==> src/hw/rtl/etr_pkg.sv <==
package etr_pkg;

  // Field widths fixed by the interface.
  localparam int TEXEL_W   = 32;
  localparam int FX_W      = 16;
  localparam int CFG_W     = 16;
  localparam int COLOR_W   = 24;
  localparam int HEIGHT_W  = 16;

  // Internal arithmetic widths.
  localparam int H_W       = 24;               // Terrarium height, signed Q.8 metres
  localparam int DIFF_W    = H_W + 1;          // difference of two heights
  localparam int PROD_W    = DIFF_W + FX_W + 1;// difference times an unsigned weight
  localparam int NUM_W     = H_W + 1;          // height minus floor, signed
  localparam int DEN_W     = H_W;              // (ceiling - floor) * 256, unsigned
  localparam int Q_W       = HEIGHT_W;         // quotient bits, one per divider stage
  localparam int DVD_W     = DEN_W + Q_W;      // num * 65535

  localparam int FRAC_BITS_DEF = 16;
  localparam logic [7:0] ALPHA_MIN = 8'd8;
  localparam logic [HEIGHT_W-1:0] HEIGHT_MAX = '1;

  // Configuration register indexes.
  typedef enum logic [0:0] {
    REG_FLOOR   = 1'b0,
    REG_CEILING = 1'b1
  } cfg_reg_t;

  // How the final height is formed.
  typedef enum logic [1:0] {
    HC_ZERO = 2'd0,
    HC_SAT  = 2'd1,
    HC_DIV  = 2'd2
  } hcls_t;

  typedef struct packed {
    logic                     pos;       // ceiling above floor
    logic signed [H_W-1:0]    floor_q8;  // floor * 256
    logic [DEN_W-1:0]         den;       // (ceiling - floor) * 256
  } cfg_t;

  typedef struct packed {
    logic               elev;
    logic               we;
    logic [COLOR_W-1:0] color;
  } meta_t;

  typedef struct packed {
    meta_t              meta;
    hcls_t              cls;
    logic [DVD_W-1:0]   dividend;
  } div_in_t;

  typedef struct packed {
    logic                we;
    logic                is_height;
    logic [HEIGHT_W-1:0] height;
    logic [COLOR_W-1:0]  color;
  } res_t;

  // Terrarium decode: R:G:B minus 2^23, as signed Q.8 metres.
  function automatic logic signed [H_W-1:0] terrarium_q8(input logic [TEXEL_W-1:0] t);
    terrarium_q8 = {~t[H_W-1], t[H_W-2:0]};
  endfunction

endpackage

==> src/hw/rtl/etr_skid.sv <==
module etr_skid (
  input  logic              clk,
  input  logic              rst,
  input  logic              in_valid,
  output logic              in_ready,
  input  etr_pkg::res_t     in_data,
  output logic              out_valid,
  input  logic              out_ready,
  output etr_pkg::res_t     out_data
);

  logic          skid_valid;
  etr_pkg::res_t skid_data;
  logic          push, pop;

  // The pipeline runs while the spare slot is free, so ready upstream comes
  // from a register and never from out_ready.
  assign in_ready = !skid_valid;
  assign push     = in_valid && !skid_valid;
  assign pop      = out_valid && out_ready;

  always_ff @(posedge clk) begin
    if (rst) begin
      out_valid  <= 1'b0;
      skid_valid <= 1'b0;
    end else if (!out_valid || pop) begin
      if (skid_valid) begin
        out_valid  <= 1'b1;
        skid_valid <= 1'b0;
      end else begin
        out_valid  <= push;
      end
    end else if (push) begin
      skid_valid <= 1'b1;
    end
  end

  always_ff @(posedge clk) begin
    if (!out_valid || pop) begin
      if (skid_valid) begin
        out_data <= skid_data;
      end else if (push) begin
        out_data <= in_data;
      end
    end else if (push) begin
      skid_data <= in_data;
    end
  end

`ifndef SYNTH
  // The spare slot only fills behind a held output.
  a_skid_behind_out: assert property (@(posedge clk) disable iff (rst)
    skid_valid |-> out_valid)
    else $error("skid slot holds data while output register is empty");

  // A stalled output with a filled spare slot keeps both slots full.
  a_skid_hold: assert property (@(posedge clk) disable iff (rst)
    skid_valid && !out_ready |=> skid_valid && out_valid)
    else $error("buffered transaction lost during stall");
`endif

endmodule

==> config.mk <==
export PLATFORM = sky130hd
export DESIGN_NAME = etr_skid
export DESIGN_NICKNAME = d
export VERILOG_FILES = /design/src/hw/rtl/etr_pkg.sv /design/src/hw/rtl/etr_skid.sv
export SDC_FILE = /design/constraint.sdc
export NUM_CORES = 1
export LEC_CHECK = 0
export BUFFER_PORTS_ARGS = -buffer_cell sky130_fd_sc_hd__buf_2
export CAP_MARGIN = 0
export CORE_ASPECT_RATIO = 2
export CORE_UTILIZATION = 56
export DETAILED_ROUTE_END_ITERATION = 8
export PLACE_DENSITY_LB_ADDON = 0.3
export RECOVER_POWER = 50
export SLEW_MARGIN = 40
export SYNTH_ARGS = -nofsm -noshare
export SYNTH_HDL_FRONTEND = slang
export SYNTH_SLANG_ARGS = --single-unit
==> constraint.sdc <==
create_clock -name clk -period 7.06 [get_ports clk]
set_input_delay 0 -clock clk [delete_from_list [all_inputs] [get_ports clk]]
set_output_delay 0 -clock clk [all_outputs]
set_load 0.1 [all_outputs]
After elaboration in Yosys (flattened, before gate mapping)
Cells that the tools add are included.
{ "classes": {"reduce_logical": 9, "muxes": 3, "bitwise_logic": 1} }
{ "ops": {"columns": ["operator", "n"], "rows": [
  ["$mux 42", 2],
  ["$reduce_and 2->1", 2],
  ["$logic_and 1x1->1", 2],
  ["$logic_not 1->1", 2],
  ["$reduce_bool 2->1", 1],
  ["$reduce_or 2->1", 1],
  ["$logic_or 1x1->1", 1],
  ["$mux 1", 1],
  ["$not 1->1", 1]
]} }
{ "word_totals": {"output_inout_bits": 44, "word_cells": 23, "register_bits": 86} }

Longest topological paths before layout
{ "depth": {"ltp_word": 4, "mapped_depth": 3, "mapped_depth_nobuf": 2} }

Worst setup path after synthesis
OpenSTA, ideal clock, no wires.
{ "synth_timing": {"path_kind": "reg-to-reg", "start": "reg out_valid", "end": "reg skid_data[0] (netlist bit) (enable)", "path_stages_with_launch": 3, "setup_time_ns": 0.502, "n_path_buf": 0, "setup_slack_ns": 2.241, "arrival_time_ns": 4.316, "cell_sequence": "dfxtp_1 -> nand2b_1 -> nor3b_1"} }
{ "synth_between": {"elab_chain_len": 4} }
{ "synth_lines": {"columns": ["item", "line_no", "source"], "rows": [
  ["from (decl)", "etr_skid.sv:7", "output logic out_valid,"],
  ["from (signal assigned)", "etr_skid.sv:31", "out_valid <= push;"],
  ["$logic_not 1->1 or $logic_and 1x1->1 (tied branches)", "etr_skid.sv:39, etr_skid.sv:20", null],
  ["$logic_or 1x1->1 *", "etr_skid.sv:39", "if (!out_valid || pop) begin"],
  ["$not 1->1 (no source line) *", null, null],
  ["$reduce_and 2->1 (no source line) *", null, null],
  ["to (signal assigned)", "etr_skid.sv:46", "skid_data <= in_data;"],
  ["to (decl)", "etr_skid.sv:13", "etr_pkg::res_t skid_data;"]
]} }
Mark *: on every way between the ends. The rest lies on a longest branch, timed or not.
A chain may end at the register's enable or synchronous reset.

Worst setup path after layout
{ "layout_timing": {"start": "reg out_valid", "end": "reg out_data[29] (netlist bit) (enable)"} }
{ "layout_between": {"elab_chain_len": 3} }
{ "layout_lines": {"columns": ["item", "line_no", "source"], "rows": [
  ["$logic_not 1->1 or $logic_and 1x1->1 (tied branches)", "etr_skid.sv:39, etr_skid.sv:20", null],
  ["$logic_or 1x1->1 *", "etr_skid.sv:39", null],
  ["$reduce_and 2->1 (no source line) *", null, null],
  ["to (signal assigned)", "etr_skid.sv:41", "out_data <= skid_data;"],
  ["to (signal assigned)", "etr_skid.sv:43", "out_data <= in_data;"],
  ["to (decl)", "etr_skid.sv:9", "output etr_pkg::res_t out_data"]
]} }
Marked as above.

==> impl_metrics.env <==
export IMPL_wl_per_cell_microns=17.1
export IMPL_firstDrtPassIters=4
export IMPL_syn_area_sq_um=3310
export IMPL_final_area_sq_um=4450
export IMPL_placed_cell_area_sq_um=3820
export IMPL_cp_start_kind="flop"
export IMPL_fin_nets=330
export IMPL_grt_ovfl_total=0
export IMPL_synth_most_common_cell="edfxtp_1"
export IMPL_timing_final_crit_period_ns=2.56
export IMPL_max_vdd_ir_drop_uv=474
export IMPL_fmax_mhz=390
export IMPL_worstSetupPathType="flop to flop"
export IMPL_tns_ns=0
export IMPL_area_growth_synth_to_final_pct=34.5
export IMPL_synthTopCellsByCount="84 x edfxtp_1, 38 x mux2_4, 4 x buf_12, 4 x mux2_2, 2 x dfxtp_1"
export IMPL_power_frac_comb=0.157
export IMPL_switching_share=0.271
export IMPL_synth_distinct_cells=13
export IMPL_max_slew_margin=0.187
export IMPL_leakage_nw=1.58
export IMPL_setup_violations=0
export IMPL_synthTopCellsByArea="edfxtp_1 76%, mux2_4 17%, buf_12 2.4%, mux2_2 1.4%, dfxtp_1 1.2%"
export IMPL_antenna_left=0
export IMPL_grt_max_degree=45
export IMPL_hold_viol=0
export IMPL_grt_pass1_vias=1889
export IMPL_rsz0062_at_grt="no"
export IMPL_clock_path_buffers=2
export IMPL_power_switching_uw=353
export IMPL_viasPerCell=5.09
export IMPL_power_density_nw_per_um2=292
export IMPL_outcome="complete, no violations"
export IMPL_skew_ns=0.00650
export IMPL_critPathRequiredTime_ns=7.02
export IMPL_ctsResizeCount=0
export IMPL_antenna_found_initial=0
export IMPL_drt_initial_drc_count=46
export IMPL_dr_wl_met2_mm=3.25
export IMPL_core_area_sq_um=5710
export IMPL_die_w_microns=56.3
export IMPL_async_reset_ff_frac=0
export IMPL_met1_length_mm=2.19
export IMPL_ys_flop_type="edfxtp_1"
export IMPL_power_total_mw=1.30
export IMPL_critPathCaptureType="flop"
export IMPL_maxSlewViolCount=0
export IMPL_rows=39
export IMPL_fillers=352
export IMPL_wirelength_mm=5.98
export IMPL_route_met3_wl_microns=356
export IMPL_synth_edf_count=84
export IMPL_cts_tree="yes"
export IMPL_worst_pin_slew_ns=1.22
export IMPL_die_y_microns=111
export IMPL_h_tree_depth=3
export IMPL_portBuffers=89
export IMPL_num_io_pins=90
export IMPL_drive_gt1_frac=0.253
export IMPL_syn_area_per_cell_sq_um=23.6
export IMPL_cp_max_fo=16
export IMPL_ys_seq_area_frac=0.775
export IMPL_vias=1780
export IMPL_cap_violations=0
export IMPL_drc_errors=0
export IMPL_hpwl_mm=3.53
export IMPL_start_util=0.579
export IMPL_final_util=0.779
export IMPL_synth_fp_nets=186
export IMPL_power_frac_clock=0.385
export IMPL_cts_buffers=9
export IMPL_gr_usage_all_layers=0.211
export IMPL_clkTransAtPathRegs_ns=0.06
export IMPL_top_layer="met4"
export IMPL_clock_sinks=86
export IMPL_p_int_uw=948
export IMPL_clock_latency_ns=0.34
export IMPL_cts_root_buffer="clkbuf_16"
export IMPL_p_seq_frac=0.457
export IMPL_cp_data_arrival_time_ns=2.52
export IMPL_netlist_area_leader_share=0.763
export IMPL_hp_class="input port to flop"
export IMPL_finalCritPeriodShare=0.363
export IMPL_gp_congestion=0.694
export IMPL_synthCells=140
export IMPL_yosysWarnings=0
export IMPL_dieArea_sq_um=6230
export IMPL_ys_ff_latch=86
export IMPL_timing_hold_ws_ns=0.00534
export IMPL_diodes=0
export IMPL_yosysTopAreaCell="edfxtp_1"
export IMPL_grt_pass1_wl_mm=9.40
registers in the layout, summed over array words and instances (netlist names):
register and cells:
out_data 42, skid_data 42, out_valid 1, skid_valid 1
power by group through the flow:
stage	Clock (mW)	Combinational, mW	Sequential, mW
finish	0.501	0.205	0.595
detailed placement	0	0.196	0.605
global route	0.527	0.212	0.597
global placement	0	0.190	0.605
floorplan	0	0.0348	0.727
CTS	0.510	0.215	0.595
critical path: stages, from the launching register on:
cell	delay (ns)
dfxtp_1	0.32
nand2b_1	0.16
nor2b_1	0.97
clkbuf_1	0.74
stage by stage:
stage          instances  setup WS (ns)
2_1_floorplan        140           2.24
6_report             350           4.50
3_3_place_gp         288           5.25
5_1_grt              350           4.36
3_5_place_dp         290           5.41
4_1_cts              350           5.36
routing by layer:
metal / up-vias / track usage
met4: 0 / 0.104
met2: 81 / 0.346
met3: 18 / 0.0665
met5: - / 0
li1: 841 / -
met1: 840 / 0.245
path summary, 6_finish.rpt:
path | depth (start not counted) | to | start | slack, ns
setup reg to reg | 3 | out_data[29] | out_valid | 4.50
setup / recovery | 3 | out_data[29] | out_valid | 4.50
hold / removal | 3 | skid_valid | in_valid | 0.005
hold reg to reg | 1 | out_data[18] | skid_data[18] | 0.55
cell type report:
class / instances / area, sq um / share of cell area
clock buffer: 9 / 225 / 0.0506
clock inverter: 7 / 98.8 / 0.0222
inverter: 1 / 3.75 / 0.000844
multi-input combinational: 48 / 654 / 0.147
sequential: 86 / 2560 / 0.576
tap: 61 / 76.3 / 0.0172
timing repair buffer: 138 / 828 / 0.186
timing repair:
action / 4_1_cts / 5_1_grt
endpoints found under the setup margin: 0 / 0
hold buffers: 44 / 0
hold endpoints to repair: 85 / 0
buffers inserted: 0 / 0
kinds of logic after synthesis:
| kind of cell | synth area share |
|---|---|
| DFF | 0.775 |
| muxes | 0.186 |
| buffers and inverters | 0.0288 |
| and+or+nand+nor | 0.00870 |
| AOI/OAI and AO/OA | 0.00151 |
layout by cell type, fill, tap and decap left out, drive strengths merged:
| cell type | instances |
|---|---|
| buf | 12 |
| clkinv | 1 |
| clkbuf | 91 |
| inv | 1 |
| bufinv | 2 |
| clkinvlp | 4 |
| a21oi | 1 |
| nor3 | 1 |
| dlygate4sd3 | 44 |
| nor2 | 1 |
| nor2b | 1 |
| edfxtp | 84 |
| nor3b | 1 |
| nand2b | 1 |
| dfxtp | 2 |
| mux2 | 42 |
Note: power is estimated with default switching activity, not from simulation.
