`config.mk`:
```
export PLATFORM = sky130hd
export DESIGN_NAME = etr_div
export DESIGN_NICKNAME = d
export VERILOG_FILES = /design/src/hw/rtl/etr_pkg.sv /design/src/hw/rtl/etr_div.sv
export SDC_FILE = /design/constraint.sdc
export NUM_CORES = 2
export LEC_CHECK = 0
export ABC_AREA = 1
export BUFFER_PORTS_ARGS = -buffer_cell sky130_fd_sc_hd__buf_2
export CAP_MARGIN = 20
export CORE_MARGIN = 2
export CORE_UTILIZATION = 50
export DETAILED_ROUTE_END_ITERATION = 7
export PLACE_DENSITY = 0.66
export SLEW_MARGIN = 15
export SYNTH_ARGS = -nofsm -noshare
export SYNTH_HDL_FRONTEND = slang
export SYNTH_SLANG_ARGS = --single-unit
export TNS_END_PERCENT = 50
```
`constraint.sdc`:
```
create_clock -name clk -period 3.25 [get_ports clk]
set_input_delay 0.1625 -clock clk [delete_from_list [all_inputs] [get_ports clk]]
set_output_delay 0.1625 -clock clk [all_outputs]
set_load 0.05 [all_outputs]
```
`src/hw/rtl/etr_pkg.sv`:
```
package etr_pkg;

  // Field widths fixed by the interface.
  localparam int TEXEL_W   = 32;
  localparam int FX_W      = 16;
  localparam int CFG_W     = 16;
  localparam int COLOR_W   = 24;
  localparam int HEIGHT_W  = 16;

  // Internal arithmetic widths.
  localparam int H_W       = 24;               // Terrarium height, signed Q.8 metres
  localparam int DIFF_W    = H_W + 1;          // difference of two heights
  localparam int PROD_W    = DIFF_W + FX_W + 1;// difference times an unsigned weight
  localparam int NUM_W     = H_W + 1;          // height minus floor, signed
  localparam int DEN_W     = H_W;              // (ceiling - floor) * 256, unsigned
  localparam int Q_W       = HEIGHT_W;         // quotient bits, one per divider stage
  localparam int DVD_W     = DEN_W + Q_W;      // num * 65535

  localparam int FRAC_BITS_DEF = 16;
  localparam logic [7:0] ALPHA_MIN = 8'd8;
  localparam logic [HEIGHT_W-1:0] HEIGHT_MAX = '1;

  // Configuration register indexes.
  typedef enum logic [0:0] {
    REG_FLOOR   = 1'b0,
    REG_CEILING = 1'b1
  } cfg_reg_t;

  // How the final height is formed.
  typedef enum logic [1:0] {
    HC_ZERO = 2'd0,
    HC_SAT  = 2'd1,
    HC_DIV  = 2'd2
  } hcls_t;

  typedef struct packed {
    logic                     pos;       // ceiling above floor
    logic signed [H_W-1:0]    floor_q8;  // floor * 256
    logic [DEN_W-1:0]         den;       // (ceiling - floor) * 256
  } cfg_t;

  typedef struct packed {
    logic               elev;
    logic               we;
    logic [COLOR_W-1:0] color;
  } meta_t;

  typedef struct packed {
    meta_t              meta;
    hcls_t              cls;
    logic [DVD_W-1:0]   dividend;
  } div_in_t;

  typedef struct packed {
    logic                we;
    logic                is_height;
    logic [HEIGHT_W-1:0] height;
    logic [COLOR_W-1:0]  color;
  } res_t;

  // Terrarium decode: R:G:B minus 2^23, as signed Q.8 metres.
  function automatic logic signed [H_W-1:0] terrarium_q8(input logic [TEXEL_W-1:0] t);
    terrarium_q8 = {~t[H_W-1], t[H_W-2:0]};
  endfunction

endpackage

```
`src/hw/rtl/etr_div.sv`:
```
module etr_div (
  input  logic                          clk,
  input  logic                          rst,
  input  logic                          en,
  input  logic                          in_valid,
  input  etr_pkg::div_in_t              in_data,
  input  logic [etr_pkg::DEN_W-1:0]     den,
  output logic                          out_valid,
  output etr_pkg::res_t                 out_data
);

  localparam int NS = etr_pkg::Q_W;

  // One quotient bit per stage, restoring division.
  logic [NS-1:0]              v;
  logic [etr_pkg::DEN_W-1:0]  rem  [NS];
  logic [etr_pkg::Q_W-1:0]    lo   [NS];
  logic [etr_pkg::Q_W-1:0]    quo  [NS];
  etr_pkg::meta_t             meta [NS];
  etr_pkg::hcls_t             cls  [NS];

  always_ff @(posedge clk) begin
    if (rst) begin
      v <= '0;
    end else if (en) begin
      v <= {v[NS-2:0], in_valid};
    end
  end

  for (genvar k = 0; k < NS; k++) begin : g_stage
    logic [etr_pkg::DEN_W-1:0] rem_in;
    logic [etr_pkg::Q_W-1:0]   lo_in, quo_in;
    etr_pkg::meta_t            meta_in;
    etr_pkg::hcls_t            cls_in;
    logic [etr_pkg::DEN_W:0]   trial;
    logic                      ge;

    if (k == 0) begin : g_first
      assign rem_in  = in_data.dividend[etr_pkg::DVD_W-1:etr_pkg::Q_W];
      assign lo_in   = in_data.dividend[etr_pkg::Q_W-1:0];
      assign quo_in  = '0;
      assign meta_in = in_data.meta;
      assign cls_in  = in_data.cls;
    end else begin : g_next
      assign rem_in  = rem[k-1];
      assign lo_in   = lo[k-1];
      assign quo_in  = quo[k-1];
      assign meta_in = meta[k-1];
      assign cls_in  = cls[k-1];
    end

    assign trial = {rem_in, lo_in[etr_pkg::Q_W-1]};
    assign ge    = trial >= {1'b0, den};

    always_ff @(posedge clk) begin
      if (en) begin
        rem[k]  <= ge ? etr_pkg::DEN_W'(trial - {1'b0, den}) : trial[etr_pkg::DEN_W-1:0];
        lo[k]   <= {lo_in[etr_pkg::Q_W-2:0], 1'b0};
        quo[k]  <= {quo_in[etr_pkg::Q_W-2:0], ge};
        meta[k] <= meta_in;
        cls[k]  <= cls_in;
      end
    end
  end

  always_comb begin
    out_data.we        = meta[NS-1].we;
    out_data.is_height = meta[NS-1].elev;
    out_data.color     = meta[NS-1].color;
    case (cls[NS-1])
      etr_pkg::HC_DIV: out_data.height = quo[NS-1];
      etr_pkg::HC_SAT: out_data.height = etr_pkg::HEIGHT_MAX;
      default:         out_data.height = '0;
    endcase
  end

  assign out_valid = v[NS-1];

`ifndef SYNTH
  // A division in progress always keeps its partial remainder below the divisor.
  a_rem_below_den: assert property (@(posedge clk) disable iff (rst)
    v[NS-1] && cls[NS-1] == etr_pkg::HC_DIV |-> rem[NS-1] < den)
    else $error("divider remainder not below divisor");
`endif

endmodule

```
---- After elaboration in Yosys (flattened, before gate mapping) ----
Memories as Yosys holds them, arrays and structs flattened.
Index checks and enable logic that the tools add are counted.
storage, ports and cells
  output and inout port bits .............. 43
  logic and storage cells ................. 59
  register bits after elaboration ......... 16
  bits of input ports ..................... 96
  memories kept ........................... 5
  memory bits (writable) .................. 1328
memory list
  name  words  bits a word  read ports  clocked after Yosys merged registers in  wr ports  RTL line       source
  meta  16     26           16          0                                        16        etr_div.sv:19  etr_pkg::meta_t meta [NS];
  rem   16     24           15          0                                        16        etr_div.sv:16  logic [etr_pkg::DEN_W-1:0] rem [NS];
  quo   16     16           16          0                                        16        etr_div.sv:18  logic [etr_pkg::Q_W-1:0] quo [NS];
  lo    16     15           15          0                                        16        etr_div.sv:17  logic [etr_pkg::Q_W-1:0] lo [NS];
  cls   16     2            16          0                                        16        etr_div.sv:20  etr_pkg::hcls_t cls [NS];
cells by class
  add/subtract/negate cells ............... 16
  muxes and demuxes ....................... 19
  magnitude comparators ................... 16
  equal/unequal tests ..................... 2
operator list
  operator                                                         number
  25-bit by 24-bit >= comparator with 1-bit output                 16
  24-bit 2-to-1 mux                                                16
  24-bit subtractor                                                16
  16-bit one-hot mux with 2 select lines                           1
  2-bit by 1-bit == test with 1-bit output, second input constant  1
  2-bit == test, second input constant                             1
  1-bit 2-to-1 mux                                                 2

---- Logic depth before layout (Yosys ltp) ----
An unclocked memory read counts as a cell.
  depth in word-level cells ............... 3
  gate-level depth with buffers ........... 14
  depth with buffers taken out ............ 14

---- Worst setup path before layout ----
OpenSTA, ideal clock, no wires.
  path type ............................... input port to flip-flop
  start ................................... input den[12] (netlist bit)
  end ..................................... memory rem[0][68] (netlist bit), data pin
  data required time ...................... 2997 ps
  buffers on the path ..................... 1
  arrival ................................. 1830 ps
  library setup time ...................... 253 ps
  setup slack ............................. 1167 ps
  cell stages on the path ................. 13
  cells stage by stage .................... inv_1 > ha_1 > nand2_1 > inv_1 > nand2_1 > nand2_1 > nand2_1 > nand2_1 > a21oi_4 > nand3_2 > buf_6 > nand2_1 > nand2_1
RTL lines
  item                RTL line       source
  start: declaration  etr_div.sv:7   input logic [etr_pkg::DEN_W-1:0] den,
  end: declaration    etr_div.sv:16

==> impl_metrics.toml <==
[clock_tree]
clk_pin_slew_ns = 0.06
cts-resized-gates = 0
clock_path_buffers = 3
cts_sinks = 1080
cts_tree = "done"
insertion_delay_ns = 0.75
clockRootBuffer = "clkbuf_16"
htree_num_levels = 3
post-cts-setup-buffer-count = 0
cts_inserted_buffers = 114

[critical_path]
cp_num_cells = 6
r2r_slack_ns = 0.47
crit_buf_inv = 3
crit_type = "reg -> out"
cp_max_fo = 10
slowest_delay_ns = 0.49
path_cells = "inv_1 -> ha_1 -> buf_4 -> nand2_1 -> a21oi_1 -> buf_2"
crit_end = "out_data[39]"
critPathTopFamily = "buffers and inverters"
r2r-start = "rem[1][79]"
crit_slowest_cell = "ha_1"
r2r_cells = 9
crit_path_end_kind = "output pin"
cp-startpoint = "cls[1][14]"
crit_required_ns = 3.09
r2r_end = "rem[1][116]"
worstSetupStartpointType = "register"
worstPathArrival_ns = 2.65

[sta]
finalSetupViolCount = 0
skew_ns = 0.0502
hold_viol = 0
finalCriticalPeriod_ns = 2.81
slew_headroom = 0.401
tns_ns = 0
fmax_ghz = 0.355
fin_crit_sh = 0.866
tightest_slew_ns = 0.898
rsz0062_at_grt = "no"
finalMaxSlewViolations = 0

[power_and_ir_drop]
power_density_nw_per_um2 = 859
peakVddDrop_mv = 0.453
p_leak_uw = 0.0368

[yosys]
ys_types = 38
synthCells = 8186
ys_ff_latch = 1080
seq_area_frac_synth = 0.484
yosys-top-cells-area = "edfxtp_1 48%, nand2_1 19%, inv_1 7.8%"
netlist_area_sq_um = 66600
avgSynthCellArea_sq_um = 8.14
synth_top_area_frac = 0.480
synth_top_area_cell = "edfxtp_1"
synth_fp_nets = 8683
ys_warn_count = 0

[drt]
routedWlPerCell_um = 18.4
drc = 0
vias = 54025
initialDrtViolationCount = 4961
routed_wl_mm = 190
via_per_inst = 5.22
first_pass_iters = 6
ant_nets = 0

[grt]
grt_pass1_wl_mm = 291
antenna_found_initial = 1
grt_pass1_vias = 50836
grt_overflow_total = 0
grt_max_degree = 119
grtUsageTotal = 0.277

[finish]
layout.nets = 8997
area_growth_pct = 11.9
finish.instance_area_sq_um = 74500
drive_gt1_frac = 0.0651
final_util = 0.565

[place]
numPortBuffers = 138
place_area_sq_um = 70100
hpwl_mm = 140
place.gp.congestion = 0.983

[min_path]
hold_path.class = "in -> reg"

[run]
cap_violations = 0

[floorplanning]
die-area_sq_um = 136000
dieWidth_um = 369
coreArea_sq_um = 132000
io_pins = 139
initial_core_util = 0.505
die_h_um = 369
num_rows = 133

[status]
outcome = "finished, final reports clean"
[flip-flops by register name, indices dropped and copies added, names as in the netlist]
name  flops
rem     360
lo      120
v        16
quo     136
meta    416
cls      32
[final cells by class]
type / instances / area (sq um)
Fill cell: 12141 / 57300
Sequential cell: 1080 / 32300
Multi-Input combinational cell: 5564 / 28300
Inverter: 1412 / 5300
Clock buffer: 139 / 2960
Timing Repair Buffer: 328 / 2790
Tap cell: 1755 / 2200
Clock inverter: 78 / 752
Antenna cell: 1 / 2.50
[per-layer routing]
metal / share of wire / vias to the layer above / GRT usage
li1: - / 27125 / -
met1: 0.46 / 24967 / 0.400
met2: 0.45 / 1631 / 0.435
met3: 0.057 / 302 / 0.0316
met4: 0.035 / 0 / 0.0898
met5: 0 / - / 0
[report_power, final]
part	total (uW)	leakage, uW	internal, uW	switching [uW]
Sequential	21900	0.0106	19500	2380
Combinational	29400	0.0244	9660	19700
Clock	12800	0.00178	7120	5650
Total	64000	0.0368	36300	27800
[metrics by stage]
step / setup WS [ns] / power (uW) / hold slack [ns] / instances
3_5_place_dp: 0.414 / 51000 / 0.341 / 10068
2_1_floorplan: 1.17 / 42300 / 0.261 / 8186
3_3_place_gp: 0.428 / 50800 / 0.339 / 10068
6_report: 0.435 / 64000 / 0.124 / 10357
5_1_grt: 0.294 / 69100 / 0.0856 / 10356
4_1_cts: 0.311 / 64100 / 0.0764 / 10356
[Yosys cell counts, drive strengths merged]
master	count
o21bai	2
or2	4
nor4	1
xnor2	18
clkbuf	33
dfxtp	16
clkinv	1
ha	386
nor2	450
inv	1411
o21a	15
a21oi	211
fa	15
and2	13
nand2	3342
edfxtp	1064
xor2	140
o211ai	2
and3	1
buf	97
nand3	411
o21ai	8
nand3b	22
nand4	463
nor3	60
[cell usage in the layout, fill, tap and decap left out, drive strengths merged]
master	instances
clkbuf	139
xor2	140
nand2	3342
a21oi	211
dfxtp	16
xnor2	18
dlygate4sd3	71
edfxtp	1064
and3	1
diode	1
and2	13
buf	257
or2	4
o21a	15
nand3b	22
fa	15
inv	1418
o21bai	2
o211ai	2
o21ai	8
bufinv	7
nand3	411
clkinv	58
clkinvlp	7
nor2	450
nand4	463
nor4	1
ha	386
nor3	60
[worst min-delay path by stage]
stage	from	endpoint	slack, ns	cells past startpoint
3_5_place_dp	in_data[49]	meta[0][7]	0.34	1
6_report	in_data[67]	meta[0][25]	0.12	2
2_1_floorplan	in_data[40]	cls[0][0]	0.26	0
5_1_grt	in_data[54]	meta[0][12]	0.09	2
3_3_place_gp	in_data[14]	lo[0][14]	0.34	1
4_1_cts	in_data[63]	meta[0][21]	0.08	2
[cell families after synthesis]
kind of cell,after synthesis,share of synthesized area
and+or+nand+nor,4767,0.305
buffers and inverters,1542,0.0914
DFF,1080,0.484
adders and majority gates,401,0.0770
AOI/OAI and AO/OA,238,0.0211
xor gates and xnor gates,158,0.0208
[worst register-to-register path, delay by kind of cell, from the launching register on]
family | cells | cell delay, ns
adder cells (fa/ha/maj) | 1 | 0.42
buffers and inverters | 1 | 0.27
AND/OR/NAND/NOR | 7 | 1.28
flip-flops | 1 | 0.51
[repair_timing]
action | CTS | global route
hold endpoints to repair | 132 | 0
endpoints found under the setup margin | 0 | 0
hold buffers | 71 | 0
No activity file was read; power rests on OpenSTA's default activity.
