$ cat src/hw/rtl/etr_pkg.sv
package etr_pkg;

  // Field widths fixed by the interface.
  localparam int TEXEL_W   = 32;
  localparam int FX_W      = 16;
  localparam int CFG_W     = 16;
  localparam int COLOR_W   = 24;
  localparam int HEIGHT_W  = 16;

  // Internal arithmetic widths.
  localparam int H_W       = 24;               // Terrarium height, signed Q.8 metres
  localparam int DIFF_W    = H_W + 1;          // difference of two heights
  localparam int PROD_W    = DIFF_W + FX_W + 1;// difference times an unsigned weight
  localparam int NUM_W     = H_W + 1;          // height minus floor, signed
  localparam int DEN_W     = H_W;              // (ceiling - floor) * 256, unsigned
  localparam int Q_W       = HEIGHT_W;         // quotient bits, one per divider stage
  localparam int DVD_W     = DEN_W + Q_W;      // num * 65535

  localparam int FRAC_BITS_DEF = 16;
  localparam logic [7:0] ALPHA_MIN = 8'd8;
  localparam logic [HEIGHT_W-1:0] HEIGHT_MAX = '1;

  // Configuration register indexes.
  typedef enum logic [0:0] {
    REG_FLOOR   = 1'b0,
    REG_CEILING = 1'b1
  } cfg_reg_t;

  // How the final height is formed.
  typedef enum logic [1:0] {
    HC_ZERO = 2'd0,
    HC_SAT  = 2'd1,
    HC_DIV  = 2'd2
  } hcls_t;

  typedef struct packed {
    logic                     pos;       // ceiling above floor
    logic signed [H_W-1:0]    floor_q8;  // floor * 256
    logic [DEN_W-1:0]         den;       // (ceiling - floor) * 256
  } cfg_t;

  typedef struct packed {
    logic               elev;
    logic               we;
    logic [COLOR_W-1:0] color;
  } meta_t;

  typedef struct packed {
    meta_t              meta;
    hcls_t              cls;
    logic [DVD_W-1:0]   dividend;
  } div_in_t;

  typedef struct packed {
    logic                we;
    logic                is_height;
    logic [HEIGHT_W-1:0] height;
    logic [COLOR_W-1:0]  color;
  } res_t;

  // Terrarium decode: R:G:B minus 2^23, as signed Q.8 metres.
  function automatic logic signed [H_W-1:0] terrarium_q8(input logic [TEXEL_W-1:0] t);
    terrarium_q8 = {~t[H_W-1], t[H_W-2:0]};
  endfunction

endpackage

$ cat src/hw/rtl/etr_cfg.sv
module etr_cfg (
  input  logic                         clk,
  input  logic                         rst,
  input  logic                         cfg_valid,
  output logic                         cfg_ready,
  input  logic [0:0]                   cfg_index,
  input  logic [etr_pkg::CFG_W-1:0]    cfg_data,
  output etr_pkg::cfg_t                cfg
);

  logic signed [etr_pkg::CFG_W-1:0] floor_metres;
  logic signed [etr_pkg::CFG_W-1:0] ceiling_metres;
  logic signed [etr_pkg::CFG_W:0]   span;

  assign cfg_ready = 1'b1;

  always_ff @(posedge clk) begin
    if (rst) begin
      floor_metres   <= '0;
      ceiling_metres <= 16'sd8192;
    end else if (cfg_valid) begin
      unique case (etr_pkg::cfg_reg_t'(cfg_index))
        etr_pkg::REG_FLOOR:   floor_metres   <= cfg_data;
        etr_pkg::REG_CEILING: ceiling_metres <= cfg_data;
        default: ;
      endcase
    end
  end

  assign span = {ceiling_metres[etr_pkg::CFG_W-1], ceiling_metres}
              - {floor_metres[etr_pkg::CFG_W-1], floor_metres};

  // Derived values are registered so that no subtract sits in the datapath.
  always_ff @(posedge clk) begin
    cfg.pos      <= span > 0;
    cfg.floor_q8 <= {floor_metres, 8'd0};
    cfg.den      <= {span[etr_pkg::CFG_W-1:0], 8'd0};
  end

endmodule

$ cat config.mk
export PLATFORM = sky130hd
export DESIGN_NAME = etr_cfg
export DESIGN_NICKNAME = d
export VERILOG_FILES = /design/src/hw/rtl/etr_pkg.sv /design/src/hw/rtl/etr_cfg.sv
export SDC_FILE = /design/constraint.sdc
export NUM_CORES = 1
export LEC_CHECK = 0
export BUFFER_PORTS_ARGS = -buffer_cell sky130_fd_sc_hd__buf_2
export CELL_PAD_IN_SITES_DETAIL_PLACEMENT = 1
export CELL_PAD_IN_SITES_GLOBAL_PLACEMENT = 2
export CORE_AREA = 2 2 103 105
export DETAILED_ROUTE_END_ITERATION = 6
export DIE_AREA = 0 0 105 107
export PLACE_DENSITY_LB_ADDON = 0.1
export SLEW_MARGIN = 20
export SYNTH_ARGS = -nofsm -noshare
export SYNTH_HDL_FRONTEND = slang
export SYNTH_SLANG_ARGS = --single-unit
$ cat constraint.sdc
create_clock -name clk -period 3 [get_ports clk]
set_input_delay 0.3 -clock clk [delete_from_list [all_inputs] [get_ports clk]]
set_output_delay 0.3 -clock clk [all_outputs]
set_load 0.005 [all_outputs]
# After elaboration in Yosys (flattened, before gate mapping)
# Index checks and enable logic that the tools add are counted.
dict set report totals {
  regBits 65
  latch_bits 0
  mem_bits_rw 0
  romBits 0
  inputBits 20
  output_inout_bits 50
  wordCells 10
  n_memories 0
}
dict set report op_classes {
  add_sub_neg 1
  n_mul 0
  div 0
  n_lt_le_gt_ge 1
  n_eq_ne 0
  shifts 0
  mux 0
  bitwise 1
  reduce_logical 2
}
# op count
set op_table {}
lappend op_table {{17-bit by 1-bit greater-than comparator with 1-bit output, second input constant} 1}
lappend op_table {{16-bit by 16-bit subtractor with 17-bit output} 1}
lappend op_table {{2-bit AND reduction} 2}
lappend op_table {{1-bit NOT} 1}

# Logic depth before layout (Yosys ltp)
dict set report logic_depth {
  depth_word 2
  depth_mapped 11
  mapped_depth_nobuf 11
}

# Least setup slack after synthesis
# OpenSTA, ideal clock, no wires.
dict set report synth_path {
  path_type {register to register}
  start {register ceiling_metres[0] (netlist bit)}
  end {register cfg[48] (netlist bit)}
  setup_time_ns 0.125
  arrival_ns 2.771
  t_required_ns 2.875
  path_slack_ns 0.103
  stages_incl_launch_ff 12
  path_buffers 0
  period_less_slack_ns 2.897
  path_cell_list {dfxtp_1 -> inv_1 -> ha_1 -> fa_1 -> nor2b_4 -> o2111a_2 -> nor4_4 -> o21ai_1 -> xor2_1 -> or4b_1 -> or4_1 -> o41a_1}
}
dict set report synth_between {
  elab_chain_cells 2
}
# element line
set synth_rtl {}
lappend synth_rtl {{from (decl)} etr_cfg.sv:12} ;# logic signed [etr_pkg::CFG_W-1:0] ceiling_metres;
lappend synth_rtl {{from (signal assigned)} etr_cfg.sv:24} ;# etr_pkg::REG_CEILING: ceiling_metres <= cfg_data;
lappend synth_rtl {{16-bit by 16-bit subtractor with 17-bit output} etr_cfg.sv:31} ;# - {floor_metres[etr_pkg::CFG_W-1], floor_metres};
lappend synth_rtl {{named net span, one bit} etr_cfg.sv:13} ;# logic signed [etr_pkg::CFG_W:0] span;
lappend synth_rtl {{17-bit by 1-bit greater-than comparator with 1-bit output} etr_cfg.sv:35} ;# cfg.pos <= span > 0;
lappend synth_rtl {{to (decl)} etr_cfg.sv:8} ;# output etr_pkg::cfg_t cfg
# The timed path passes the listed nets, and every way through them passes these cells.
# A chain may end at the register's enable or synchronous reset.

# Worst setup path after layout
# Ends and elaborated chain as after synthesis.

==> key figures <==
STA
  • Final Skew: 0.00562 ns
  • Clock period minus worst slack: 2.92 ns
  • Max-slew headroom at the worst pin: 0.484
  • Slack of the critical path: 0.0817 ns
  • Setup repair after global routing missed its margin: true
  • Final period utilization: 0.973
  • Final setup vio count: 0
  • Highest clock frequency the design can meet: 343 MHz
  • Final total negative setup slack: 0 ns
  • Final hold violation count: 0
  • Transition time at the pin with the least slew margin: 0.774 ns
  • Number of max-slew violations in the final report: 0

Clocking
  • Insertion delay to the later sink of the worst-skew pair: 0.34 ns
  • TritonCTS clock tree: done
  • Clock Tree Buf Depth: 2
  • H-tree depth: 3
  • Clock-pin slew reported for the worst setup and hold paths after clock tree synthesis: 0.07 ns
  • TritonCTS sink count: 65
  • Clock root buffer: sky130_fd_sc_hd__clkbuf_8
  • Number of hold-repair buffers added at the cts stage: 0
  • Number of buffers created by CTS: 9

Cells and area
  • Number of inserted filler cells in the final layout: 1247
  • Highest-count cells in the layout ignoring fill and taps: sky130_fd_sc_hd__nand2_1 (70), sky130_fd_sc_hd__dfxtp_1 (61), sky130_fd_sc_hd__buf_2 (52), sky130_fd_sc_hd__a21oi_1 (37), sky130_fd_sc_hd__inv_1 (19)
  • Most frequent standard cell in the layout excluding fill and tap cells: sky130_fd_sc_hd__nand2_1
  • ANT cells: 0
  • Post-layout net count: 411
  • Number of cells in the finished layout apart from fillers: 514
  • Area of all placed cells without fillers: 3400 sq um
  • Signed area change from the synthesized netlist to the final layout: 23.5%
  • Fraction of layout instances using a drive strength above 1: 0.249

Synthesis
  • Gate count after technology mapping: 313
  • Fraction of the mapped netlist area in compound gates: 0.140
  • Sequential share of the synthesized area: 0.473
  • Xor-xnor portion of the synthesized cell area: 0.0350
  • Dominant cells by area after synthesis: sky130_fd_sc_hd__dfxtp_1 (47%), sky130_fd_sc_hd__nand2_1 (9.5%), sky130_fd_sc_hd__ha_1 (7.3%)
  • Fraction of the mapped netlist area in adder cells: 0.0800
  • Most used flip-flop cell after synthesis: sky130_fd_sc_hd__dfxtp_1
  • Average size of a mapped cell: 8.79 sq um
  • Netlist area before placement: 2750 sq um
  • Netlist cell types: 43
  • Count of flip-flops with a built-in enable after synthesis: 0
  • Multiplexer fraction of the synthesized cell area: 0
  • Synth area leader: sky130_fd_sc_hd__dfxtp_1
  • Main combinational cell family by area after synthesis: simple AND/OR/NAND/NOR gates
  • Simple logic cell fraction of the synthesized area: 0.182
  • Register bit total from synthesis: 65
  • Number of warnings printed during yosys synthesis: 0
  • Area share of the largest cell type after synthesis: 0.473
  • Fraction of synthesis flops using an asynchronous set or reset pin: 0

Placement
  • Placer's final routability congestion estimate: 0.723
  • Port buffer count: 52
  • Setup WS pre-CTS: -0.0584 ns
  • Placed standard-cell area: 3150 sq um
  • Post-placement cell count: 499
  • Detailed Place HPWL: 5260 um

Pwr
  • Switching power as a share of total power: 0.273
  • Leakage power of the design: 0.00146 uW
  • Proportion of power drawn by combinational gates: 0.204
  • PD cells: 643 nW/um^2
  • Psw: 596 uW
  • Share of total power in the clock network: 0.346
  • Cell-internal power: 1590 uW
  • Worst voltage drop across the vdd grid: 0.228 mV
  • Fraction of power consumed by sequential logic: 0.450

Setup path
  • WP data required: 3.23 ns
  • Ordered cell list for the critical path: inv_2 > ha_4 > fa_2 > nor2b_4 > o2111a_2 > nor4_4 > o21ai_2 > xor2_1 > or4b_1 > or4_1 > o41a_1
  • Arrival time of the worst setup path: 3.15 ns
  • Largest driver fanout on the critical path: 3
  • Setup crit end kind: flop
  • Startpoint kind of the worst setup timing path: flop
  • CP peak stage delay: 0.51 ns
  • Cell with the largest stage delay on the worst path: sky130_fd_sc_hd__or4b_1
  • Critical setup path kind: flop to flop

Route
  • Via total after detailed routing: 2209
  • Total detailed-routing wirelength: 7120 um
  • Remaining DRCs: 0
  • Post-detailed-route wirelength per cell: 13.9 um
  • Avg Vias per Cell: 4.30
  • Number of antenna-violating nets in the routed design: 0
  • Number of design-rule violations left by the first detailed-router iteration: 35
  • First drt pass iteration count: 4

Floorplan
  • Initial Util: 0.273
  • Total die area: 11200 sq um
  • Die Width: 105 um
  • Count of standard-cell rows: 37
  • Area of the core: 10100 sq um
  • Die span in y: 107 um
  • Total I/O pin count: 70

Global routing
  • Wire length of the first global-routing pass: 11400 um
  • Antenna violations before repair: 0
  • Residual overflow from global routing: 0
  • GRT Util Overall: 0.133
  • Pin count of the biggest net entering global routing: 33
  • Via count of the first global-routing pass: 2231

Flow run
  • # Max-Cap Violations: 0

Run status
  • Result of the run: complete, no violations

Worst hold path
  • Hold crit path type: primary input to flop
-- final timing paths --
check,start,end,slack [ns],depth (start not counted)
setup / recovery,ceiling_metres[0],cfg[48],0.08,11
hold / removal,cfg_data[13],ceiling_metres[13],0.19,3
setup reg to reg,ceiling_metres[0],cfg[48],0.08,11
hold reg to reg,floor_metres[5],cfg[37],0.37,0
-- area by class of cell --
cell class / instances / area, sq um / share of cell area
clock buffer: 12 / 155 / 0.0457
clock inverter: 3 / 40.0 / 0.0118
inverter: 20 / 75.1 / 0.0221
multi-input combinational: 216 / 1320 / 0.387
sequential: 65 / 1310 / 0.385
tap: 136 / 170 / 0.0501
timing repair buffer: 62 / 335 / 0.0987
-- logic make-up after synthesis --
group           after synthesis
buf+inv                      47
flops                        65
simple gates                109
other cells                   2
xor+xnor                     11
fa+ha+maj                    17
compound gates               62
-- cell usage after synthesis (2+ instances only) --
| library cell | instances |
|---|---|
| sky130_fd_sc_hd__nand2_1 | 70 |
| sky130_fd_sc_hd__dfxtp_1 | 65 |
| sky130_fd_sc_hd__a21oi_1 | 37 |
| sky130_fd_sc_hd__inv_1 | 20 |
| sky130_fd_sc_hd__buf_4 | 17 |
| sky130_fd_sc_hd__ha_1 | 16 |
| sky130_fd_sc_hd__nor2_1 | 12 |
| sky130_fd_sc_hd__clkbuf_1 | 10 |
| sky130_fd_sc_hd__xnor2_1 | 10 |
| sky130_fd_sc_hd__nor3_1 | 5 |
| sky130_fd_sc_hd__o21a_1 | 5 |
| sky130_fd_sc_hd__a21o_1 | 3 |
| sky130_fd_sc_hd__nand3_1 | 3 |
| sky130_fd_sc_hd__nor2b_1 | 3 |
| sky130_fd_sc_hd__o211ai_1 | 3 |
| sky130_fd_sc_hd__and2_1 | 2 |
| sky130_fd_sc_hd__conb_1 | 2 |
| sky130_fd_sc_hd__nand2b_1 | 2 |
| sky130_fd_sc_hd__o21ai_0 | 2 |
| sky130_fd_sc_hd__o21ai_1 | 2 |
| sky130_fd_sc_hd__or3_1 | 2 |
-- power by group through the flow --
stage	combinational, uW	clock [uW]	sequential [uW]
after floorplan	264	0	1010
after global placement	437	0	1000
after detailed placement	439	0	1000
after CTS	445	782	985
after global routing	503	825	996
final	446	756	984
-- metrics by stage --
| step | utilization | hold WS (ns) | power (uW) |
|---|---|---|---|
| 2_1_floorplan | - | 0.351 | 1280 |
| 3_3_place_gp | 0.312 | 0.360 | 1440 |
| 3_5_place_dp | 0.312 | 0.359 | 1440 |
| 4_1_cts | 0.333 | 0.173 | 2210 |
| 5_1_grt | 0.337 | 0.201 | 2320 |
| 6_report | 0.337 | 0.186 | 2190 |
-- worst max-delay path, delay by kind of cell (launching register included) --
kind                     cells  cell delay (ns)
AND/OR/NAND/NOR              4             1.22
AO/OA/AOI/OAI                3             0.66
adder cells (fa/ha/maj)      2             0.37
flip-flops                   1             0.32
XOR/XNOR                     1             0.16
buffers and inverters        1             0.07
-- timing repair --
action	CTS	global route
buffers inserted	0	0
setup endpoints to repair	1	1
gates resized for setup	3	9
pin swaps	0	5
endpoints found under the hold margin	0	0
-- layer usage --
layer,track usage,routed length [um],vias to the layer above,share of wire
li1,-,-,1125,-
met1,0.187,3680,1016,0.52
met2,0.193,2990,57,0.42
met3,0.0219,282,11,0.040
met4,0.0714,166,0,0.023
met5,0,0,-,0
-- state kept, by name, indices dropped and copies added (netlist names) --
| signal | cells |
|---|---|
| floor_metres | 16 |
| ceiling_metres | 16 |
| cfg | 33 |
(Power assumes the default switching activity.)
