## config.mk

```make
export PLATFORM = sky130hd
export DESIGN_NAME = etr_interp
export DESIGN_NICKNAME = d
export VERILOG_FILES = /design/src/hw/rtl/etr_pkg.sv /design/src/hw/rtl/etr_interp.sv
export SDC_FILE = /design/constraint.sdc
export NUM_CORES = 2
export LEC_CHECK = 0
export BUFFER_PORTS_ARGS = -buffer_cell sky130_fd_sc_hd__buf_2
export CORE_MARGIN = 2
export CORE_UTILIZATION = 32
export CTS_CLUSTER_DIAMETER = 150
export DETAILED_ROUTE_END_ITERATION = 6
export GPL_TIMING_DRIVEN = 0
export PLACE_DENSITY = 0.46
export SLEW_MARGIN = 20
export SYNTH_ARGS = -nofsm -noshare
export SYNTH_HDL_FRONTEND = slang
export SYNTH_SLANG_ARGS = --single-unit
```

## constraint.sdc

```tcl
create_clock -name clk -period 7.45 [get_ports clk]
set_input_delay 1.8625 -clock clk [delete_from_list [all_inputs] [get_ports clk]]
set_output_delay 1.8625 -clock clk [all_outputs]
set_load 0.01 [all_outputs]
```

## src/hw/rtl/etr_pkg.sv

```systemverilog
package etr_pkg;

  // Field widths fixed by the interface.
  localparam int TEXEL_W   = 32;
  localparam int FX_W      = 16;
  localparam int CFG_W     = 16;
  localparam int COLOR_W   = 24;
  localparam int HEIGHT_W  = 16;

  // Internal arithmetic widths.
  localparam int H_W       = 24;               // Terrarium height, signed Q.8 metres
  localparam int DIFF_W    = H_W + 1;          // difference of two heights
  localparam int PROD_W    = DIFF_W + FX_W + 1;// difference times an unsigned weight
  localparam int NUM_W     = H_W + 1;          // height minus floor, signed
  localparam int DEN_W     = H_W;              // (ceiling - floor) * 256, unsigned
  localparam int Q_W       = HEIGHT_W;         // quotient bits, one per divider stage
  localparam int DVD_W     = DEN_W + Q_W;      // num * 65535

  localparam int FRAC_BITS_DEF = 16;
  localparam logic [7:0] ALPHA_MIN = 8'd8;
  localparam logic [HEIGHT_W-1:0] HEIGHT_MAX = '1;

  // Configuration register indexes.
  typedef enum logic [0:0] {
    REG_FLOOR   = 1'b0,
    REG_CEILING = 1'b1
  } cfg_reg_t;

  // How the final height is formed.
  typedef enum logic [1:0] {
    HC_ZERO = 2'd0,
    HC_SAT  = 2'd1,
    HC_DIV  = 2'd2
  } hcls_t;

  typedef struct packed {
    logic                     pos;       // ceiling above floor
    logic signed [H_W-1:0]    floor_q8;  // floor * 256
    logic [DEN_W-1:0]         den;       // (ceiling - floor) * 256
  } cfg_t;

  typedef struct packed {
    logic               elev;
    logic               we;
    logic [COLOR_W-1:0] color;
  } meta_t;

  typedef struct packed {
    meta_t              meta;
    hcls_t              cls;
    logic [DVD_W-1:0]   dividend;
  } div_in_t;

  typedef struct packed {
    logic                we;
    logic                is_height;
    logic [HEIGHT_W-1:0] height;
    logic [COLOR_W-1:0]  color;
  } res_t;

  // Terrarium decode: R:G:B minus 2^23, as signed Q.8 metres.
  function automatic logic signed [H_W-1:0] terrarium_q8(input logic [TEXEL_W-1:0] t);
    terrarium_q8 = {~t[H_W-1], t[H_W-2:0]};
  endfunction

endpackage

```

## src/hw/rtl/etr_interp.sv

```systemverilog
module etr_interp #(
  parameter int FRAC_BITS = etr_pkg::FRAC_BITS_DEF
) (
  input  logic                          clk,
  input  logic                          rst,
  input  logic                          en,
  input  logic                          in_valid,
  input  logic                          elevation_mode,
  input  logic                          sparse_layer,
  input  logic [etr_pkg::TEXEL_W-1:0]   texel_top_left,
  input  logic [etr_pkg::TEXEL_W-1:0]   texel_top_right,
  input  logic [etr_pkg::TEXEL_W-1:0]   texel_bottom_left,
  input  logic [etr_pkg::TEXEL_W-1:0]   texel_bottom_right,
  input  logic [etr_pkg::FX_W-1:0]      frac_x,
  input  logic [etr_pkg::FX_W-1:0]      frac_y,
  input  etr_pkg::cfg_t                 cfg,
  output logic                          out_valid,
  output etr_pkg::div_in_t              out_data
);

  localparam int NSTAGE = 9;
  localparam logic [etr_pkg::FX_W-1:0] FMASK =
    (FRAC_BITS >= etr_pkg::FX_W) ? '1 : etr_pkg::FX_W'((32'd1 << FRAC_BITS) - 32'd1);
  localparam logic [31:0] HALF = 32'd1 << (FRAC_BITS - 1);

  logic [NSTAGE:1] v;

  // Stage registers.
  logic signed [etr_pkg::H_W-1:0]    h_tl, h_tr, h_bl, h_br;
  logic [etr_pkg::FX_W-1:0]          fx1, fy1, fx2, fy2, fy3, fy4, fy5;
  etr_pkg::meta_t                    meta1, meta2, meta3, meta4, meta5, meta6, meta7, meta8;
  logic signed [etr_pkg::H_W-1:0]    a_t2, a_b2, a_t3, a_b3;
  logic signed [etr_pkg::DIFF_W-1:0] d_t2, d_b2, d_v5;
  logic signed [etr_pkg::PROD_W-1:0] p_t3, p_b3, p_v6;
  logic signed [etr_pkg::H_W-1:0]    top4, bot4, top5, top6, m7;
  logic signed [etr_pkg::NUM_W-1:0]  num8;

  // Front-end combinational terms.
  logic [etr_pkg::FX_W-1:0]          fxm, fym;
  logic                              right, down, skip;
  logic [etr_pkg::TEXEL_W-1:0]       nearest;
  etr_pkg::meta_t                    meta_in;
  logic signed [etr_pkg::PROD_W-1:0] sh_t, sh_b, sh_v;
  logic [etr_pkg::H_W-1:0]           dv_m;
  logic                              num_pos, num_sat;
  etr_pkg::hcls_t                    cls_next;

  always_comb begin
    fxm     = frac_x & FMASK;
    fym     = frac_y & FMASK;
    right   = {16'd0, fxm} >= HALF;
    down    = {16'd0, fym} >= HALF;
    case ({down, right})
      2'b00:   nearest = texel_top_left;
      2'b01:   nearest = texel_top_right;
      2'b10:   nearest = texel_bottom_left;
      default: nearest = texel_bottom_right;
    endcase
    skip          = sparse_layer && (nearest[31:24] < etr_pkg::ALPHA_MIN);
    meta_in.elev  = elevation_mode;
    meta_in.we    = elevation_mode || !skip;
    meta_in.color = (elevation_mode || skip) ? '0 : nearest[etr_pkg::COLOR_W-1:0];
  end

  // Arithmetic right shift keeps the floor of the signed product.
  assign sh_t = p_t3 >>> FRAC_BITS;
  assign sh_b = p_b3 >>> FRAC_BITS;
  assign sh_v = p_v6 >>> FRAC_BITS;

  always_comb begin
    num_pos = num8 > 0;
    num_sat = num8 >= $signed({1'b0, cfg.den});
    if (!meta8.elev || !cfg.pos || !num_pos) begin
      cls_next = etr_pkg::HC_ZERO;
    end else if (num_sat) begin
      cls_next = etr_pkg::HC_SAT;
    end else begin
      cls_next = etr_pkg::HC_DIV;
    end
  end

  assign dv_m = num8[etr_pkg::H_W-1:0];

  always_ff @(posedge clk) begin
    if (rst) begin
      v <= '0;
    end else if (en) begin
      v <= {v[NSTAGE-1:1], in_valid};
    end
  end

  always_ff @(posedge clk) begin
    if (en) begin
      // Stage 1: decode heights and pick the nearest texel.
      h_tl  <= etr_pkg::terrarium_q8(texel_top_left);
      h_tr  <= etr_pkg::terrarium_q8(texel_top_right);
      h_bl  <= etr_pkg::terrarium_q8(texel_bottom_left);
      h_br  <= etr_pkg::terrarium_q8(texel_bottom_right);
      fx1   <= fxm;
      fy1   <= fym;
      meta1 <= meta_in;
      // Stage 2: horizontal differences.
      a_t2  <= h_tl;
      a_b2  <= h_bl;
      d_t2  <= etr_pkg::DIFF_W'(h_tr) - etr_pkg::DIFF_W'(h_tl);
      d_b2  <= etr_pkg::DIFF_W'(h_br) - etr_pkg::DIFF_W'(h_bl);
      fx2   <= fx1;
      fy2   <= fy1;
      meta2 <= meta1;
      // Stage 3: horizontal products.
      a_t3  <= a_t2;
      a_b3  <= a_b2;
      p_t3  <= d_t2 * $signed({1'b0, fx2});
      p_b3  <= d_b2 * $signed({1'b0, fx2});
      fy3   <= fy2;
      meta3 <= meta2;
      // Stage 4: top and bottom rows.
      top4  <= a_t3 + sh_t[etr_pkg::H_W-1:0];
      bot4  <= a_b3 + sh_b[etr_pkg::H_W-1:0];
      fy4   <= fy3;
      meta4 <= meta3;
      // Stage 5: vertical difference.
      top5  <= top4;
      d_v5  <= etr_pkg::DIFF_W'(bot4) - etr_pkg::DIFF_W'(top4);
      fy5   <= fy4;
      meta5 <= meta4;
      // Stage 6: vertical product.
      top6  <= top5;
      p_v6  <= d_v5 * $signed({1'b0, fy5});
      meta6 <= meta5;
      // Stage 7: interpolated height.
      m7    <= top6 + sh_v[etr_pkg::H_W-1:0];
      meta7 <= meta6;
      // Stage 8: offset from the floor.
      num8  <= etr_pkg::NUM_W'(m7) - etr_pkg::NUM_W'(cfg.floor_q8);
      meta8 <= meta7;
      // Stage 9: classify and form num * 65535 for the divider.
      out_data.meta     <= meta8;
      out_data.cls      <= cls_next;
      out_data.dividend <= {dv_m, 16'd0} - {16'd0, dv_m};
    end
  end

  assign out_valid = v[NSTAGE];

endmodule

```

Yosys cells after proc, flatten, opt, wreduce, memory -nomap -nowiden
Cells that the tools add are included.
{ "totals": {"out_inout_bits": 69, "in_bits": 215, "elab_cells": 91, "regBits": 929} }
{ "op_classes": {"reduce_logical": 10, "bitwise_logic": 4, "n_eq_ne": 2, "n_addsub": 8, "n_mul": 3, "n_lt_le_gt_ge": 5, "muxes": 2} }
{ "op_table": {"columns": ["cell", "count"], "rows": [
  ["$mul A25 B17 Y40", 3],
  ["$sub A24 B24 Y25", 4],
  ["$pmux W32 S3", 1],
  ["$add A24 B24 Y24", 3],
  ["$sub A40 B24 Y40", 1],
  ["$ge A16 B16 Y1 const B", 2],
  ["$ge A25 B25 Y1", 1],
  ["$gt A25 B1 Y1 const B", 1],
  ["$lt A8 B4 Y1 const B", 1],
  ["$logic_not A1 Y1", 4],
  ["$logic_or A1 B1 Y1", 4],
  ["$not A1 Y1", 4],
  ["$eq A2 B1 Y1 const B", 1],
  ["$eq A2 B2 Y1 const B", 1],
  ["$logic_not A2 Y1", 1],
  ["$mux W2", 1],
  ["$logic_and A1 B1 Y1", 1]
]} }

Logic depth before layout (Yosys ltp)
{ "depth": {"depth_word": 7, "ltp_mapped": 25} }

Least setup slack after synthesis
No wires, ideal clock.
{ "synth_path": {"path_kind": "register to register", "startpoint": "register fx2[8] in the netlist's numbering", "endpoint": "register p_t3[37] in the netlist's numbering, data pin", "path_buffers": 2, "setup_slack_ps": 1042, "path_stages_with_launch": 25, "arrival_ps": 6143, "path_cell_list": "edfxtp_1 > clkbuf_1 > clkbuf_1 > nand2_1 > fa_1 > inv_1 > fa_1 > inv_1 > fa_1 > inv_1 > fa_1 > fa_1 > inv_1 > fa_1 > inv_1 > ha_1 > and3_1 > a221o_1 > o31ai_1 > o221ai_1 > a21oi_1 > o211ai_1 > o21ai_0 > o21ai_0 > xor2_1"} }
{ "synth_between": {"elab_chain_cells": 1} }
{ "synth_lines": {"columns": ["item", "line_no", "text"], "rows": [
  ["from (decl)", "etr_interp.sv:30", "logic [etr_pkg::FX_W-1:0] fx1, fy1, fx2, fy2, fy3, fy4, fy5;"],
  ["from (signal assigned)", "etr_interp.sv:107", "fx2 <= fx1;"],
  ["$mul A25 B17 Y40", "etr_interp.sv:113", "p_t3 <= d_t2 * $signed({1'b0, fx2});"],
  ["to (signal assigned)", "etr_interp.sv:113", null],
  ["to (decl)", "etr_interp.sv:34", "logic signed [etr_pkg::PROD_W-1:0] p_t3, p_b3, p_v6;"]
]} }
No other way between the ends.
A chain may end at the register's enable or synchronous reset.

Worst setup path in the final report
{ "layout_path": {"startpoint": "register d_v5[15] in the netlist's numbering", "endpoint": "register p_v6[39] in the netlist's numbering, data pin"} }
{ "layout_between": {"elab_chain_cells": 1} }
{ "layout_lines": {"columns": ["item", "line_no", "text"], "rows": [
  ["from (decl)", "etr_interp.sv:33", "logic signed [etr_pkg::DIFF_W-1:0] d_t2, d_b2, d_v5;"],
  ["from (signal assigned)", "etr_interp.sv:124", "d_v5 <= etr_pkg::DIFF_W'(bot4) - etr_pkg::DIFF_W'(top4);"],
  ["$mul A25 B17 Y40", "etr_interp.sv:129", "p_v6 <= d_v5 * $signed({1'b0, fy5});"],
  ["to (signal assigned)", "etr_interp.sv:129", null],
  ["to (decl)", "etr_interp.sv:34", null]
]} }
No other way between the ends.

==> impl_metrics.json <==
{
  "status": "finished clean",
  "synth_cell_types": 77,
  "final_net_count": 9132,
  "async_flop_share": 0,
  "cts_tree": "done",
  "grt_max_degree": 141,
  "yosysWarnings": 0,
  "start_kind": "register",
  "cts_max_path_buffers": 3,
  "critical_path_arrival_ns": 7.61,
  "synth_cells": 6857,
  "fin_crit_ns": 7.14,
  "dieWidth_um": 494,
  "synth-seq-cells": 881,
  "wire_per_inst_um": 20.7,
  "drc_errors": 0,
  "first_pass_iters": 5,
  "maxCapViolCount": 0,
  "antenna_left": 0,
  "finalClockSkew_ns": 0.0422,
  "critPathCaptureType": "register",
  "io_buffers": 270,
  "dpl_cell_area_um2": 82400,
  "final_area_um2": 86900,
  "pre_cts_ws_ns": -1.63,
  "clk_pin_slew_ns": 0.06,
  "coreArea_um2": 238000,
  "place.gp.congestion": 0.894,
  "track_usage": 0.182,
  "first_global_vias": 52200,
  "post-route-period-util": 0.958,
  "antenna_found_initial": 40,
  "hold_violations": 0,
  "clock.fmax_mhz": 140,
  "fin_ws_ns": 0.311,
  "crit_fanout": 10,
  "clk_latency_ns": 0.77,
  "crit_path_start": "d_v5[15]$_DFFE_PP_",
  "viasPerCell": 4.58,
  "slew_violations": 0,
  "num_vias": 48500,
  "ys_seq_area_frac": 0.343,
  "cts_buffers": 107,
  "min_path_type": "reg2reg",
  "synth_nets": 8696,
  "netlist_area_um2": 76900,
  "reg2reg_from": "d_v5[15]$_DFFE_PP_",
  "grt_pass1_wl_um": 330000,
  "drive_above_1_share": 0.0957,
  "cts_root_buf": "clkbuf_16",
  "grt-ovfl-total": 0,
  "pin_count": 284,
  "worstPathRequired_ns": 7.92,
  "hold_path_startpoint": "meta6[25]$_DFFE_PP_",
  "avgSynthCellArea_um2": 11.2,
  "drt_wl_total_um": 219000,
  "h-tree-depth": 3,
  "maxSlewHeadroom": 0.243,
  "tightest_slew_ns": 1.14,
  "ys.flop_type": "edfxtp_1",
  "syn2layout_area_growth_pct": 13.0,
  "dpl.hpwl_um": 178000,
  "worstSetupPathType": "reg2reg",
  "die_h_um": 494,
  "grt_setup_unrepaired": "false",
  "setup_viol": 0,
  "drt_iter0_drc": 3181,
  "start_util": 0.323,
  "synth_edf_count": 872,
  "clkSinkCount": 881,
  "dieArea_um2": 244000,
  "rows": 179
}
layout make-up:
type                    instances  area [um^2]
fillers                     24000       151000
inverters                    1541         5780
clock inverters                74          810
repair buffers                341         2130
well taps                    3167         3960
multi-input cells            4220        44000
plain buffers                 201         1010
clock buffers                 123         2740
flip-flops and latches        881        26400
diodes                         41          103
cell usage in the layout (no fill, tap or decap), types with 11 or more instances in the layout:
master / n
nor3_1: 52
clkbuf_16: 107
o21ai_0: 101
o21a_1: 44
mux4_2: 24
nand4_1: 13
diode_2: 41
buf_2: 275
and3_1: 21
fa_1: 1138
bufinv_16: 11
o211ai_1: 13
clkbuf_2: 110
nor2_1: 152
clkinv_2: 13
edfxtp_1: 872
buf_4: 58
inv_1: 1541
nand2_1: 821
a31oi_1: 14
clkbuf_1: 83
a21oi_1: 166
o21bai_1: 20
and2_1: 473
ha_1: 486
nor2b_1: 68
o31ai_1: 11
nand3_1: 41
or3_1: 19
a21o_1: 59
a211oi_1: 13
xor2_1: 77
nand2b_1: 35
clkinv_1: 20
xnor2_1: 200
path summary, 6_finish.rpt:
check                           depth (start not counted)  slack [ns]             endpoint
worst max-delay path                                   22        0.31   p_v6[39]$_DFFE_PP_
worst max register to register                         22        0.31   p_v6[39]$_DFFE_PP_
worst min register to register                          0        0.39  meta7[25]$_DFFE_PP_
worst min-delay path                                    0        0.39  meta7[25]$_DFFE_PP_
per-stage QoR:
step / std cells / setup TNS [ns] / hold slack [ns] / util
global placement: 10300 / -8814.81 / 0.400 / 0.345
detailed placement: 10300 / -30.57 / 0.405 / 0.346
CTS: 10500 / 0 / 0.392 / 0.363
floorplan: 6857 / 0 / 0.400 / -
finish: 10600 / 0 / 0.388 / 0.365
global route: 10600 / 0 / 0.395 / 0.364
registers in the layout, summed over array words and instances, names as in the netlist, 25 cells and up:
name,flops
num8,25
d_v5,25
meta5,26
meta1,26
d_t2,25
out_data,68
meta4,26
meta6,26
meta8,26
d_b2,25
meta7,26
meta2,26
meta3,26
cell usage after synthesis, drive strengths merged (8+ instances only):
cell	instances	area (um^2)
a211oi	15	113
nor4	9	56.3
o211ai	13	97.6
and2	473	2960
a21oi	173	873
nand2b	35	219
mux4	24	541
ha	486	6080
mux2i	10	100
a211o	9	78.8
clkbuf	206	773
o31a	10	87.6
fa	1138	22800
a31oi	14	87.6
dfxtp	9	180
inv	1541	5780
or3	19	119
xnor2	200	1750
xor2	78	683
edfxtp	872	26200
nor2b	68	425
o21ai	111	559
nor2	153	574
nor3	53	265
buf	8	63.8
nand3	41	205
nand2	821	3080
o21bai	20	150
a21o	59	443
o31ai	14	110
and3	22	139
o21a	44	330
nand4	13	81.3
layer usage:
metal | vias to the layer above | track usage | share of wire
met2 | 1121 | 0.317 | 0.49
li1 | 22300 | - | -
met4 | 4 | 0.0540 | 0.033
met1 | 24700 | 0.233 | 0.43
met5 | - | 0 | 0.00010
met3 | 292 | 0.0249 | 0.046
cell families after synthesis:
| logic type | share of synthesized area |
|---|---|
| adders and majority gates | 0.376 |
| DFF | 0.343 |
| buffers and inverters | 0.0866 |
| AOI/OAI and AO/OA | 0.0461 |
| muxes | 0.00848 |
| xor gates and xnor gates | 0.0317 |
| and+or+nand+nor | 0.109 |
worst max-delay path, cell delays in order, from the launching register on:
cell	delay, ns
edfxtp_1	0.65
clkbuf_2	0.34
nand2_1	0.12
fa_1	0.55
fa_1	0.49
fa_1	0.55
inv_1	0.06
fa_1	0.56
fa_1	0.52
inv_1	0.05
fa_1	0.47
inv_1	0.04
ha_1	0.33
nand2_1	0.07
o211ai_1	0.32
a211oi_4	0.10
o311ai_2	0.43
nand3_1	0.28
a311oi_2	0.32
o21a_1	0.20
o21ai_1	0.10
a21oi_1	0.19
xnor2_1	0.09
repair_timing:
action / 4_1_cts / 5_1_grt
setup endpoints to repair: 49 / 25
pin swaps: 1 / 2
gates resized for setup: 108 / 103
hold endpoints to repair: 0 / 0
hold buffers: 0 / 0
setup buffers: 39 / 24
Power is not shown: default switching activity piles up to over one toggle a cycle in this logic, so the estimate is an artifact.
